===== src/rtl/core/voxel_face_cull_mesher_unit_defines.svh =====
// Assertion macros used by the vfcm_emit module.
`ifndef VOXEL_FACE_CULL_MESHER_UNIT_DEFINES_SVH
`define VOXEL_FACE_CULL_MESHER_UNIT_DEFINES_SVH

// Same-cycle implication, disabled while in reset.
`define VFCM_ASSERT_NOW(lbl, clk, rst_n, ante, cons, msg) \
    lbl: assert property (@(posedge clk) disable iff (!rst_n) (ante) |-> (cons)) \
        else $error(msg);

// Next-cycle implication, disabled while in reset.
`define VFCM_ASSERT_NEXT(lbl, clk, rst_n, ante, cons, msg) \
    lbl: assert property (@(posedge clk) disable iff (!rst_n) (ante) |=> (cons)) \
        else $error(msg);

`endif


===== src/rtl/core/vfcm_pkg.sv =====
package vfcm_pkg;

    localparam int EDGE_LEN = 32;
    localparam int COORD_W  = 5;
    localparam int CLS_W    = 3;
    localparam int CNT_W    = 20;
    localparam int POS_W    = 16;
    localparam int OFF_W    = 11;
    localparam int QUAD_NUM = 9;
    localparam int QUAD_W   = 4;

    // block classes
    localparam logic [CLS_W-1:0] CLS_AIR    = 3'd0;
    localparam logic [CLS_W-1:0] CLS_OPAQUE = 3'd1;
    localparam logic [CLS_W-1:0] CLS_TRANSP = 3'd2;
    localparam logic [CLS_W-1:0] CLS_LEAVES = 3'd3;
    localparam logic [CLS_W-1:0] CLS_BILL   = 3'd4;
    localparam logic [CLS_W-1:0] CLS_LIQ    = 3'd5;

    // target meshes
    localparam logic [1:0] MESH_SOLID = 2'd0;
    localparam logic [1:0] MESH_FLUID = 2'd1;
    localparam logic [1:0] MESH_BILL  = 2'd2;

    // texture rectangles
    localparam logic [1:0] UV_SIDE   = 2'd0;
    localparam logic [1:0] UV_BOTTOM = 2'd1;
    localparam logic [1:0] UV_TOP    = 2'd2;

    // face directions
    localparam logic [2:0] FACE_NORTH  = 3'd0;
    localparam logic [2:0] FACE_SOUTH  = 3'd1;
    localparam logic [2:0] FACE_WEST   = 3'd2;
    localparam logic [2:0] FACE_EAST   = 3'd3;
    localparam logic [2:0] FACE_BOTTOM = 3'd4;
    localparam logic [2:0] FACE_TOP    = 3'd5;
    localparam logic [2:0] FACE_BILL   = 3'd6;

    // quads in emission order; also the bit positions of the quad mask
    typedef enum logic [QUAD_W-1:0] {
        Q_NORTH  = 4'd0,
        Q_SOUTH  = 4'd1,
        Q_EAST   = 4'd2,
        Q_WEST   = 4'd3,
        Q_BOTTOM = 4'd4,
        Q_TOP    = 4'd5,
        Q_TOP2   = 4'd6,
        Q_BB1    = 4'd7,
        Q_BB2    = 4'd8
    } quad_t;

    localparam logic [OFF_W-1:0] ONE_Q   = 11'd1024;
    localparam logic [OFF_W-1:0] DIAG_HI = 11'd874;
    localparam logic [OFF_W-1:0] DIAG_LO = 11'd150;
    localparam logic [OFF_W-1:0] ZQ      = 11'd0;

    // corner offsets [quad][vertex][x,y,z]
    localparam logic [OFF_W-1:0] QUAD_OFF [0:QUAD_NUM-1][0:3][0:2] = '{
        '{'{ONE_Q, ZQ, ZQ}, '{ZQ, ZQ, ZQ}, '{ONE_Q, ONE_Q, ZQ}, '{ZQ, ONE_Q, ZQ}},
        '{'{ZQ, ZQ, ONE_Q}, '{ONE_Q, ZQ, ONE_Q}, '{ZQ, ONE_Q, ONE_Q},
          '{ONE_Q, ONE_Q, ONE_Q}},
        '{'{ONE_Q, ZQ, ONE_Q}, '{ONE_Q, ZQ, ZQ}, '{ONE_Q, ONE_Q, ONE_Q},
          '{ONE_Q, ONE_Q, ZQ}},
        '{'{ZQ, ZQ, ZQ}, '{ZQ, ZQ, ONE_Q}, '{ZQ, ONE_Q, ZQ}, '{ZQ, ONE_Q, ONE_Q}},
        '{'{ONE_Q, ZQ, ONE_Q}, '{ZQ, ZQ, ONE_Q}, '{ONE_Q, ZQ, ZQ}, '{ZQ, ZQ, ZQ}},
        '{'{ZQ, ONE_Q, ONE_Q}, '{ONE_Q, ONE_Q, ONE_Q}, '{ZQ, ONE_Q, ZQ},
          '{ONE_Q, ONE_Q, ZQ}},
        '{'{ONE_Q, ONE_Q, ONE_Q}, '{ZQ, ONE_Q, ONE_Q}, '{ONE_Q, ONE_Q, ZQ},
          '{ZQ, ONE_Q, ZQ}},
        '{'{DIAG_HI, ZQ, DIAG_HI}, '{DIAG_LO, ZQ, DIAG_LO},
          '{DIAG_HI, ONE_Q, DIAG_HI}, '{DIAG_LO, ONE_Q, DIAG_LO}},
        '{'{DIAG_LO, ZQ, DIAG_HI}, '{DIAG_HI, ZQ, DIAG_LO},
          '{DIAG_LO, ONE_Q, DIAG_HI}, '{DIAG_HI, ONE_Q, DIAG_LO}}
    };

    // one decoded voxel, waiting to be expanded into vertices
    typedef struct packed {
        logic                clr;
        logic [QUAD_NUM-1:0] mask;
        logic [1:0]          mesh;
        logic [COORD_W-1:0]  x;
        logic [COORD_W-1:0]  y;
        logic [COORD_W-1:0]  z;
        logic                wt;
    } item_t;

    typedef struct packed {
        logic [1:0]       mesh_sel;
        logic [POS_W-1:0] pos_x;
        logic [POS_W-1:0] pos_y;
        logic [POS_W-1:0] pos_z;
        logic [1:0]       uv_set;
        logic             u_corner;
        logic             v_corner;
        logic [2:0]       face_dir;
        logic             water_top;
        logic [CNT_W-1:0] vertex_index;
        logic             last;
    } vertex_t;

endpackage


===== src/rtl/core/vfcm_decode.sv =====
module vfcm_decode
    import vfcm_pkg::*;
(
    input  logic               action,
    input  logic [COORD_W-1:0] vox_x,
    input  logic [COORD_W-1:0] vox_y,
    input  logic [COORD_W-1:0] vox_z,
    input  logic [CLS_W-1:0]   self_class,
    input  logic [CLS_W-1:0]   above_class,
    input  logic [CLS_W-1:0]   below_class,
    input  logic [CLS_W-1:0]   north_class,
    input  logic [CLS_W-1:0]   south_class,
    input  logic [CLS_W-1:0]   east_class,
    input  logic [CLS_W-1:0]   west_class,
    output item_t              item
);

    localparam logic [COORD_W:0] COORD_MAX = (COORD_W+1)'(EDGE_LEN - 1);

    function automatic logic [COORD_W-1:0] clamp(input logic [COORD_W-1:0] c);
        logic [COORD_W:0] ce;
        ce = {1'b0, c};
        if (ce > COORD_MAX)
            return COORD_MAX[COORD_W-1:0];
        return c;
    endfunction

    // undefined classes hide the face like opaque
    function automatic logic exposed(input logic [CLS_W-1:0] nb, input logic liq);
        return (nb == CLS_AIR) || (nb == CLS_TRANSP) || (nb == CLS_LEAVES) ||
               (nb == CLS_BILL) || ((nb == CLS_LIQ) && !liq);
    endfunction

    logic liq;
    logic solid_like;
    logic bill;

    always_comb
    begin
        liq        = (self_class == CLS_LIQ);
        bill       = (self_class == CLS_BILL);
        solid_like = (self_class == CLS_OPAQUE) || (self_class == CLS_TRANSP) ||
                     (self_class == CLS_LEAVES) || liq;

        item      = '0;
        item.clr  = action;
        item.x    = clamp(vox_x);
        item.y    = clamp(vox_y);
        item.z    = clamp(vox_z);
        item.wt   = liq && ((above_class == CLS_TRANSP) || (above_class == CLS_AIR));
        item.mesh = bill ? MESH_BILL : (liq ? MESH_FLUID : MESH_SOLID);

        if (!action && bill)
        begin
            item.mask[Q_BB1] = 1'b1;
            item.mask[Q_BB2] = 1'b1;
        end
        else if (!action && solid_like)
        begin
            item.mask[Q_NORTH]  = exposed(north_class, liq);
            item.mask[Q_SOUTH]  = exposed(south_class, liq);
            item.mask[Q_EAST]   = exposed(east_class, liq);
            item.mask[Q_WEST]   = exposed(west_class, liq);
            item.mask[Q_BOTTOM] = exposed(below_class, liq);
            if (liq)
            begin
                // liquid surface: both windings
                item.mask[Q_TOP]  = (above_class != CLS_LIQ);
                item.mask[Q_TOP2] = (above_class != CLS_LIQ);
            end
            else
            begin
                item.mask[Q_TOP] = exposed(above_class, 1'b0);
            end
        end
    end

endmodule


===== src/rtl/core/vfcm_emit.sv =====
`include "voxel_face_cull_mesher_unit_defines.svh"

module vfcm_emit
    import vfcm_pkg::*;
(
    input  logic    clk,
    input  logic    rst_n,
    input  logic    in_valid,
    output logic    in_ready,
    input  item_t   in_item,
    output logic    out_valid,
    input  logic    out_ready,
    output vertex_t out_vtx
);

    item_t               item_reg;
    logic                item_valid_reg;
    logic [1:0]          vert_k_reg;
    logic [CNT_W-1:0]    solid_cnt_reg;
    logic [CNT_W-1:0]    fluid_cnt_reg;
    logic [CNT_W-1:0]    bill_cnt_reg;
    logic                out_valid_reg;
    vertex_t             out_reg;

    quad_t               quad_sel;
    logic [QUAD_NUM-1:0] mask_rest;
    logic                advance;
    logic                emit_fire;
    logic                item_done;
    logic                in_fire;
    logic [CNT_W-1:0]    cur_cnt;
    vertex_t             vtx_next;

    always_comb
    begin
        quad_sel = Q_NORTH;
        for (int i = QUAD_NUM - 1; i >= 0; i--)
        begin
            if (item_reg.mask[i])
                quad_sel = quad_t'(QUAD_W'(i));
        end
    end

    assign mask_rest = item_reg.mask & (item_reg.mask - QUAD_NUM'(1));
    assign advance   = !out_valid_reg || out_ready;
    assign emit_fire = advance && item_valid_reg && !item_reg.clr && (item_reg.mask != '0);
    // clear and empty items retire without waiting for the output side
    assign item_done = item_valid_reg &&
                       (item_reg.clr || (item_reg.mask == '0) ||
                        (advance && (vert_k_reg == 2'd3) && (mask_rest == '0)));
    assign in_ready  = !item_valid_reg || item_done;
    assign in_fire   = in_valid && in_ready;

    always_comb
    begin
        case (item_reg.mesh)
            MESH_SOLID: cur_cnt = solid_cnt_reg;
            MESH_FLUID: cur_cnt = fluid_cnt_reg;
            default:    cur_cnt = bill_cnt_reg;
        endcase
    end

    always_comb
    begin
        vtx_next              = '0;
        vtx_next.mesh_sel     = item_reg.mesh;
        vtx_next.pos_x        = {1'b0, item_reg.x, 10'b0} +
                                POS_W'(QUAD_OFF[quad_sel][vert_k_reg][0]);
        vtx_next.pos_y        = {1'b0, item_reg.y, 10'b0} +
                                POS_W'(QUAD_OFF[quad_sel][vert_k_reg][1]);
        vtx_next.pos_z        = {1'b0, item_reg.z, 10'b0} +
                                POS_W'(QUAD_OFF[quad_sel][vert_k_reg][2]);
        vtx_next.u_corner     = vert_k_reg[0];
        vtx_next.v_corner     = vert_k_reg[1];
        vtx_next.vertex_index = cur_cnt;
        vtx_next.last         = (vert_k_reg == 2'd3) && (mask_rest == '0);
        case (quad_sel) inside
            Q_BOTTOM:     vtx_next.uv_set = UV_BOTTOM;
            Q_TOP, Q_TOP2: vtx_next.uv_set = UV_TOP;
            default:      vtx_next.uv_set = UV_SIDE;
        endcase
        case (quad_sel) inside
            Q_NORTH:      vtx_next.face_dir = FACE_NORTH;
            Q_SOUTH:      vtx_next.face_dir = FACE_SOUTH;
            Q_EAST:       vtx_next.face_dir = FACE_EAST;
            Q_WEST:       vtx_next.face_dir = FACE_WEST;
            Q_BOTTOM:     vtx_next.face_dir = FACE_BOTTOM;
            Q_TOP, Q_TOP2: vtx_next.face_dir = FACE_TOP;
            default:      vtx_next.face_dir = FACE_BILL;
        endcase
        // side faces flag only their upper edge
        case (quad_sel) inside
            Q_NORTH, Q_SOUTH, Q_EAST, Q_WEST: vtx_next.water_top = item_reg.wt && vert_k_reg[1];
            Q_TOP, Q_TOP2:                    vtx_next.water_top = item_reg.wt;
            default:                          vtx_next.water_top = 1'b0;
        endcase
    end

    always_ff @(posedge clk or negedge rst_n)
    begin
        if (!rst_n)
        begin
            item_valid_reg <= 1'b0;
            vert_k_reg     <= 2'd0;
            solid_cnt_reg  <= '0;
            fluid_cnt_reg  <= '0;
            bill_cnt_reg   <= '0;
            out_valid_reg  <= 1'b0;
        end
        else
        begin
            if (in_fire)
            begin
                item_valid_reg <= 1'b1;
                vert_k_reg     <= 2'd0;
            end
            else if (item_done)
            begin
                item_valid_reg <= 1'b0;
            end
            else if (emit_fire)
            begin
                vert_k_reg <= vert_k_reg + 2'd1;
            end

            if (item_valid_reg && item_reg.clr)
            begin
                solid_cnt_reg <= '0;
                fluid_cnt_reg <= '0;
                bill_cnt_reg  <= '0;
            end
            else if (emit_fire)
            begin
                case (item_reg.mesh)
                    MESH_SOLID: solid_cnt_reg <= solid_cnt_reg + CNT_W'(1);
                    MESH_FLUID: fluid_cnt_reg <= fluid_cnt_reg + CNT_W'(1);
                    default:    bill_cnt_reg  <= bill_cnt_reg + CNT_W'(1);
                endcase
            end

            if (advance)
                out_valid_reg <= emit_fire;
        end
    end

    always_ff @(posedge clk)
    begin
        if (in_fire)
            item_reg <= in_item;
        else if (emit_fire && (vert_k_reg == 2'd3))
            item_reg.mask <= mask_rest;

        if (emit_fire)
            out_reg <= vtx_next;
    end

    assign out_valid = out_valid_reg;
    assign out_vtx   = out_reg;

    `VFCM_ASSERT_NEXT(a_clear_zeroes, clk, rst_n, item_valid_reg && item_reg.clr,
        (solid_cnt_reg == '0) && (fluid_cnt_reg == '0) && (bill_cnt_reg == '0),
        "vertex counters not cleared")
    `VFCM_ASSERT_NEXT(a_solid_inc, clk, rst_n, emit_fire && (item_reg.mesh == MESH_SOLID),
        solid_cnt_reg == $past(solid_cnt_reg) + CNT_W'(1), "solid counter did not advance")
    `VFCM_ASSERT_NEXT(a_last_flag, clk, rst_n,
        emit_fire && (vert_k_reg == 2'd3) && $onehot(item_reg.mask),
        out_valid_reg && out_reg.last, "final vertex not marked last")
    `VFCM_ASSERT_NOW(a_bill_quads, clk, rst_n, item_valid_reg && (item_reg.mesh == MESH_BILL),
        item_reg.mask[Q_BB1-1:0] == '0, "billboard item carries face quads")

endmodule


===== src/rtl/core/voxel_face_cull_mesher_unit.sv =====
// The first vertex of an accepted voxel passes through the item register, then the output register.
// Throughput: one vertex per cycle while m_tready does not stall the output; a voxel emits four
// vertices per emitted quad (at most 28 vertices), a counter clear or an air voxel none.
// The next voxel is accepted in the cycle the previous voxel's final vertex issues.
// Reset: all three vertex counters go to zero and the pipeline empties.
module voxel_face_cull_mesher_unit
    import vfcm_pkg::*;
(
    input  logic        clk,
    input  logic        rst_n,
    input  logic        s_tvalid,
    output logic        s_tready,
    // vox_x, vox_y, vox_z, self_class, above_class, below_class, north_class,
    // south_class, east_class, west_class, zero pad
    input  logic [39:0] s_tdata,
    // action
    input  logic [0:0]  s_tuser,
    output logic        m_tvalid,
    input  logic        m_tready,
    // pos_x, pos_y, pos_z, uv_set, u_corner, v_corner, face_dir, water_top,
    // vertex_index, zero pad
    output logic [79:0] m_tdata,
    // mesh_sel
    output logic [1:0]  m_tuser,
    output logic        m_tlast
);

    item_t   item;
    vertex_t vtx;

    vfcm_decode u_decode (
        .action      (s_tuser[0]),
        .vox_x       (s_tdata[4:0]),
        .vox_y       (s_tdata[9:5]),
        .vox_z       (s_tdata[14:10]),
        .self_class  (s_tdata[17:15]),
        .above_class (s_tdata[20:18]),
        .below_class (s_tdata[23:21]),
        .north_class (s_tdata[26:24]),
        .south_class (s_tdata[29:27]),
        .east_class  (s_tdata[32:30]),
        .west_class  (s_tdata[35:33]),
        .item        (item)
    );

    vfcm_emit u_emit (
        .clk       (clk),
        .rst_n     (rst_n),
        .in_valid  (s_tvalid),
        .in_ready  (s_tready),
        .in_item   (item),
        .out_valid (m_tvalid),
        .out_ready (m_tready),
        .out_vtx   (vtx)
    );

    assign m_tdata = {4'b0, vtx.vertex_index, vtx.water_top, vtx.face_dir, vtx.v_corner,
                      vtx.u_corner, vtx.uv_set, vtx.pos_z, vtx.pos_y, vtx.pos_x};
    assign m_tuser = vtx.mesh_sel;
    assign m_tlast = vtx.last;

endmodule

===== config.mk =====
export PLATFORM = sky130hd
export DESIGN_NAME = voxel_face_cull_mesher_unit
export DESIGN_NICKNAME = d
export VERILOG_FILES = /design/src/rtl/core/vfcm_pkg.sv /design/src/rtl/core/vfcm_decode.sv /design/src/rtl/core/vfcm_emit.sv /design/src/rtl/core/voxel_face_cull_mesher_unit.sv
export VERILOG_INCLUDE_DIRS = /design/src /design/src/rtl/core
export SDC_FILE = /design/constraint.sdc
export NUM_CORES = 1
export LEC_CHECK = 0
export BUFFER_PORTS_ARGS = -buffer_cell sky130_fd_sc_hd__buf_2
export CORE_UTILIZATION = 58
export CTS_BUF_LIST = sky130_fd_sc_hd__clkbuf_8
export CTS_CLUSTER_SIZE = 30
export DETAILED_ROUTE_END_ITERATION = 8
export PLACE_DENSITY = 0.85
export RECOVER_POWER = 100
export SYNTH_ARGS = -nofsm -noshare
export SYNTH_HDL_FRONTEND = slang
export SYNTH_SLANG_ARGS = --single-unit
export TNS_END_PERCENT = 5

===== constraint.sdc =====
create_clock -name clk -period 3.6 [get_ports clk]
set_input_delay 0.54 -clock clk [delete_from_list [all_inputs] [get_ports clk]]
set_output_delay 0.54 -clock clk [all_outputs]
set_load 0.02 [all_outputs]

==> flow_summary.toml <==
[timing]
slew-limit-headroom_pct = -34.77
clock.fmax_ghz = 0.3014
timing.final.crit_period_ns = 3.318
final.setup_skew_ns = 0.009516
timing_max_transition_violations_final = 82
finalHoldViolations = 0
rsz0062_at_grt = "false"
final.setup.tns_ns = 0
layout_worst_path_cycle_share_pct = 92.18
finalSetupViolCount = 0
max_slew.worst_pin.slew_ns = 2.022

[synth]
ys.flop_type = "sky130_fd_sc_hd__edfxtp_1"
synth_enable_flop_cells = 82
netlist_area_um2 = 7156
postSynthCellCount = 647
ys.warnings.count = 0
ys_types = 54
async_flop_share_pct = 43.84
ys_seq_elements = 146
synth_sequential_area_ratio_pct = 56.79
synth_area_per_cell_um2 = 11.06

[die]
std_cell_rows = 40
placeableCoreArea_um2 = 12010
dieHeight_um = 113.1
design.die.area_um2 = 12790
die_w_um = 113.1
num_io_pins = 130
starting_utilization_of_the_core_area_pct = 59.57

[power]
total_leakage_power_uw = 0.003172
power_density_nw_per_um2 = 452.7
ir_worst_vdd_uv = 218.9

[status]
failed_checks = "max-capacitance violations, max-slew violations"
run_status = "complete, but fails checks"

[cells_and_area]
antenna-diode-count = 0
num-fill-cells = 933
multi_input_comb_area_um2 = 2776
area_growth_pct = 11.42
sequential_cell_area_um2 = 4064
layoutNonFillerInstCount = 908
design.final.nets = 805
largest_register_ffs = 54
final_layout_size_suffix_gt1_share_pct = 9.724
layout.cell_area.non_filler_um2 = 7973

[placed_design]
numPlacedInstances = 876
place_congestion = 0.8620
buffer_ports.inserted = 109
place.detailed.hpwl_mm = 10.33
place_area_um2 = 7717

[clock_network]
cts_resized = 0
clock-sinks = 146
cts-buffers-inserted = 17
postCtsHoldBufs = 0
clk_path_buf_depth = 2
path_clk_slew_ns = 0.08
clock_tree_root_buffer_cell = "sky130_fd_sc_hd__clkbuf_8"
cts.htree.levels = 4
post-cts-setup-buffer-count = 0
tritoncts = "done"
clkLatencyLatePin_ns = 0.46

[worst_setup_path]
crit_path_cell_trace = "or4_1 -> o21ai_0 -> nand2_1 -> nor2_1 -> a21o_1 -> buf_2"
max_stage_delay_on_crit_path_ns = 0.75
timing.setup.critical_path_class = "reg2out"
rrSetupSlack_ns = 0.34
crit_slowest_cell = "sky130_fd_sc_hd__or4_1"
worstPathBufferInverterCount = 1
start_kind = "register"
required_ns = 3.06
worstSetupEndpointType = "output pin"
critPathArrivalTime_ns = 2.78
critical_path_peak_fanout = 10
gate_family_responsible_for_the_most_delay_along_the_worst_path = "simple AND/OR/NAND/NOR gates"

[global_route]
grt_pass1_wl_mm = 23.69
first_global_vias = 4867
globalRouteOverflowTotal = 0
grt_antenna_before_repair = 0
grt_max_degree = 44
globalRouteTotalUtil_pct = 24.11

[drt]
wl_mm = 14.69
dr.pass1.iters = 5
vias = 5232
vias_per_cell = 5.762
detail_route.wl_per_cell_um = 16.18
antenna_violating_nets_post_route = 0
route.detailed.drc = 0
detailedRoute.firstIterationViolations = 317

[run]
max_cap_viol_count = 2

[min_path]
worst_hold_path_type = "in2reg"
[path summary, 6_finish.rpt]
kind	to	depth (start not counted)	startpoint
max	s_tready	6	u_emit.item_reg[19]$_DFFE_PP_
min	u_emit.item_reg[2]$_DFFE_PP_	1	s_tdata[11]
max reg2reg	u_emit.item_reg[11]$_DFFE_PP_	5	u_emit.item_reg[19]$_DFFE_PP_
min reg2reg	u_emit.fluid_cnt_reg[19]$_DFFE_PN0P_	2	u_emit.fluid_cnt_reg[19]$_DFFE_PN0P_
max in group asynchronous	u_emit.bill_cnt_reg[9]$_DFFE_PN0P_	2	rst_n
min in group asynchronous	u_emit.fluid_cnt_reg[14]$_DFFE_PN0P_	1	rst_n
[cell type report]
cell class / instances / area share [%]
tap: 147 / 2.307
timing repair buffer: 121 / 6.529
clock buffer: 18 / 3.107
multi-input combinational: 454 / 34.82
sequential: 146 / 50.97
inverter: 8 / 0.3766
clock inverter: 14 / 1.883
[per-stage QoR]
stage / worst slack, ns / util (%) / hold WS (ns) / power, uW
after floorplan: 0.4560 / - / 0.2444 / 2236
after global placement: 0.6816 / 64.25 / 0.5246 / 2336
after detailed placement: 0.5148 / 64.25 / 0.5371 / 2361
after CTS: 0.2808 / 67.56 / 0.2017 / 3636
after global routing: 0.09706 / 66.38 / 0.2309 / 3741
final: 0.2816 / 66.38 / 0.2575 / 3609
[power by group]
group	internal, uW	leakage (uW)	switching [uW]
Combinational	118	0.00129	263
Clock	690	0.000207	608
Sequential	1860	0.00168	66.2
[worst register-to-register path, stage by stage (launching register included)]
cell                        delay [ns]
sky130_fd_sc_hd__edfxtp_1         0.53
sky130_fd_sc_hd__or4_1            0.75
sky130_fd_sc_hd__o21ai_0          0.41
sky130_fd_sc_hd__nand4_1          0.16
sky130_fd_sc_hd__o2bb2ai_2        0.70
sky130_fd_sc_hd__buf_4            0.39
[placed cells by master, fill, tap and decap left out, types with 3 or more instances in the layout]
cell / Yosys / routed
sky130_fd_sc_hd__a211oi_1: 3 / 3
sky130_fd_sc_hd__a21o_1: 3 / 3
sky130_fd_sc_hd__a21oi_1: 9 / 9
sky130_fd_sc_hd__and2_1: 6 / 4
sky130_fd_sc_hd__and3_1: 6 / 6
sky130_fd_sc_hd__and4_1: 6 / 6
sky130_fd_sc_hd__buf_2: 6 / 37
sky130_fd_sc_hd__buf_4: 29 / 5
sky130_fd_sc_hd__bufinv_16: 0 / 3
sky130_fd_sc_hd__clkbuf_1: 15 / 78
sky130_fd_sc_hd__clkbuf_8: 0 / 18
sky130_fd_sc_hd__clkinvlp_4: 0 / 3
sky130_fd_sc_hd__conb_1: 1 / 16
sky130_fd_sc_hd__dfrtp_1: 64 / 64
sky130_fd_sc_hd__edfxtp_1: 82 / 82
sky130_fd_sc_hd__ha_1: 12 / 12
sky130_fd_sc_hd__inv_1: 8 / 12
sky130_fd_sc_hd__mux2i_1: 25 / 25
sky130_fd_sc_hd__nand2_1: 77 / 77
sky130_fd_sc_hd__nand2b_1: 3 / 3
sky130_fd_sc_hd__nand3_1: 28 / 28
sky130_fd_sc_hd__nand4_1: 22 / 22
sky130_fd_sc_hd__nor2_1: 67 / 67
sky130_fd_sc_hd__nor2b_1: 4 / 4
sky130_fd_sc_hd__nor3_1: 14 / 14
sky130_fd_sc_hd__nor3b_1: 4 / 4
sky130_fd_sc_hd__nor4_1: 3 / 3
sky130_fd_sc_hd__o2111ai_1: 6 / 6
sky130_fd_sc_hd__o21ai_0: 35 / 40
sky130_fd_sc_hd__o31ai_1: 3 / 3
sky130_fd_sc_hd__or3_1: 7 / 7
sky130_fd_sc_hd__or4_1: 3 / 3
sky130_fd_sc_hd__xnor2_1: 17 / 17
sky130_fd_sc_hd__xor2_1: 45 / 45
[kinds of logic (layout without fill, tap and decap cells)]
logic type / after synthesis / after routing / synth area share, %
AOI/OAI and AO/OA: 81 / 81 / 7.344
other: 1 / 16 / 0.05241
and+or+nand+nor: 255 / 255 / 17.19
muxes: 26 / 26 / 3.654
xor gates and xnor gates: 62 / 62 / 7.589
adders and majority gates: 14 / 14 / 2.378
buffers and inverters: 62 / 161 / 5.001
DFF: 146 / 146 / 56.79
[Yosys cell counts (4+ instances only)]
master,n,share of area (%)
sky130_fd_sc_hd__edfxtp_1,82,34
sky130_fd_sc_hd__nand2_1,77,4.0
sky130_fd_sc_hd__nor2_1,67,3.5
sky130_fd_sc_hd__dfrtp_1,64,22
sky130_fd_sc_hd__xor2_1,45,5.5
sky130_fd_sc_hd__o21ai_0,35,2.4
sky130_fd_sc_hd__buf_4,29,3.0
sky130_fd_sc_hd__nand3_1,28,2.0
sky130_fd_sc_hd__mux2i_1,25,3.5
sky130_fd_sc_hd__nand4_1,22,1.9
sky130_fd_sc_hd__xnor2_1,17,2.1
sky130_fd_sc_hd__clkbuf_1,15,0.79
sky130_fd_sc_hd__nor3_1,14,0.98
sky130_fd_sc_hd__ha_1,12,2.1
sky130_fd_sc_hd__a21oi_1,9,0.63
sky130_fd_sc_hd__inv_1,8,0.42
sky130_fd_sc_hd__or3_1,7,0.61
sky130_fd_sc_hd__and2_1,6,0.52
sky130_fd_sc_hd__and3_1,6,0.52
sky130_fd_sc_hd__and4_1,6,0.73
sky130_fd_sc_hd__buf_2,6,0.42
sky130_fd_sc_hd__o2111ai_1,6,0.73
sky130_fd_sc_hd__o21ai_1,6,0.42
sky130_fd_sc_hd__nor2b_1,4,0.35
sky130_fd_sc_hd__nor3b_1,4,0.42
[metal layers]
metal / global-route usage (%) / up-vias / routed length, um
met5: 0 / - / 0
met4: 9.211 / 0 / 329
met3: 5.463 / 33 / 710
met2: 40.94 / 194 / 7491
met1: 30.22 / 2521 / 6163
li1: - / 2484 / -
Power figures use the tool's default switching activity.
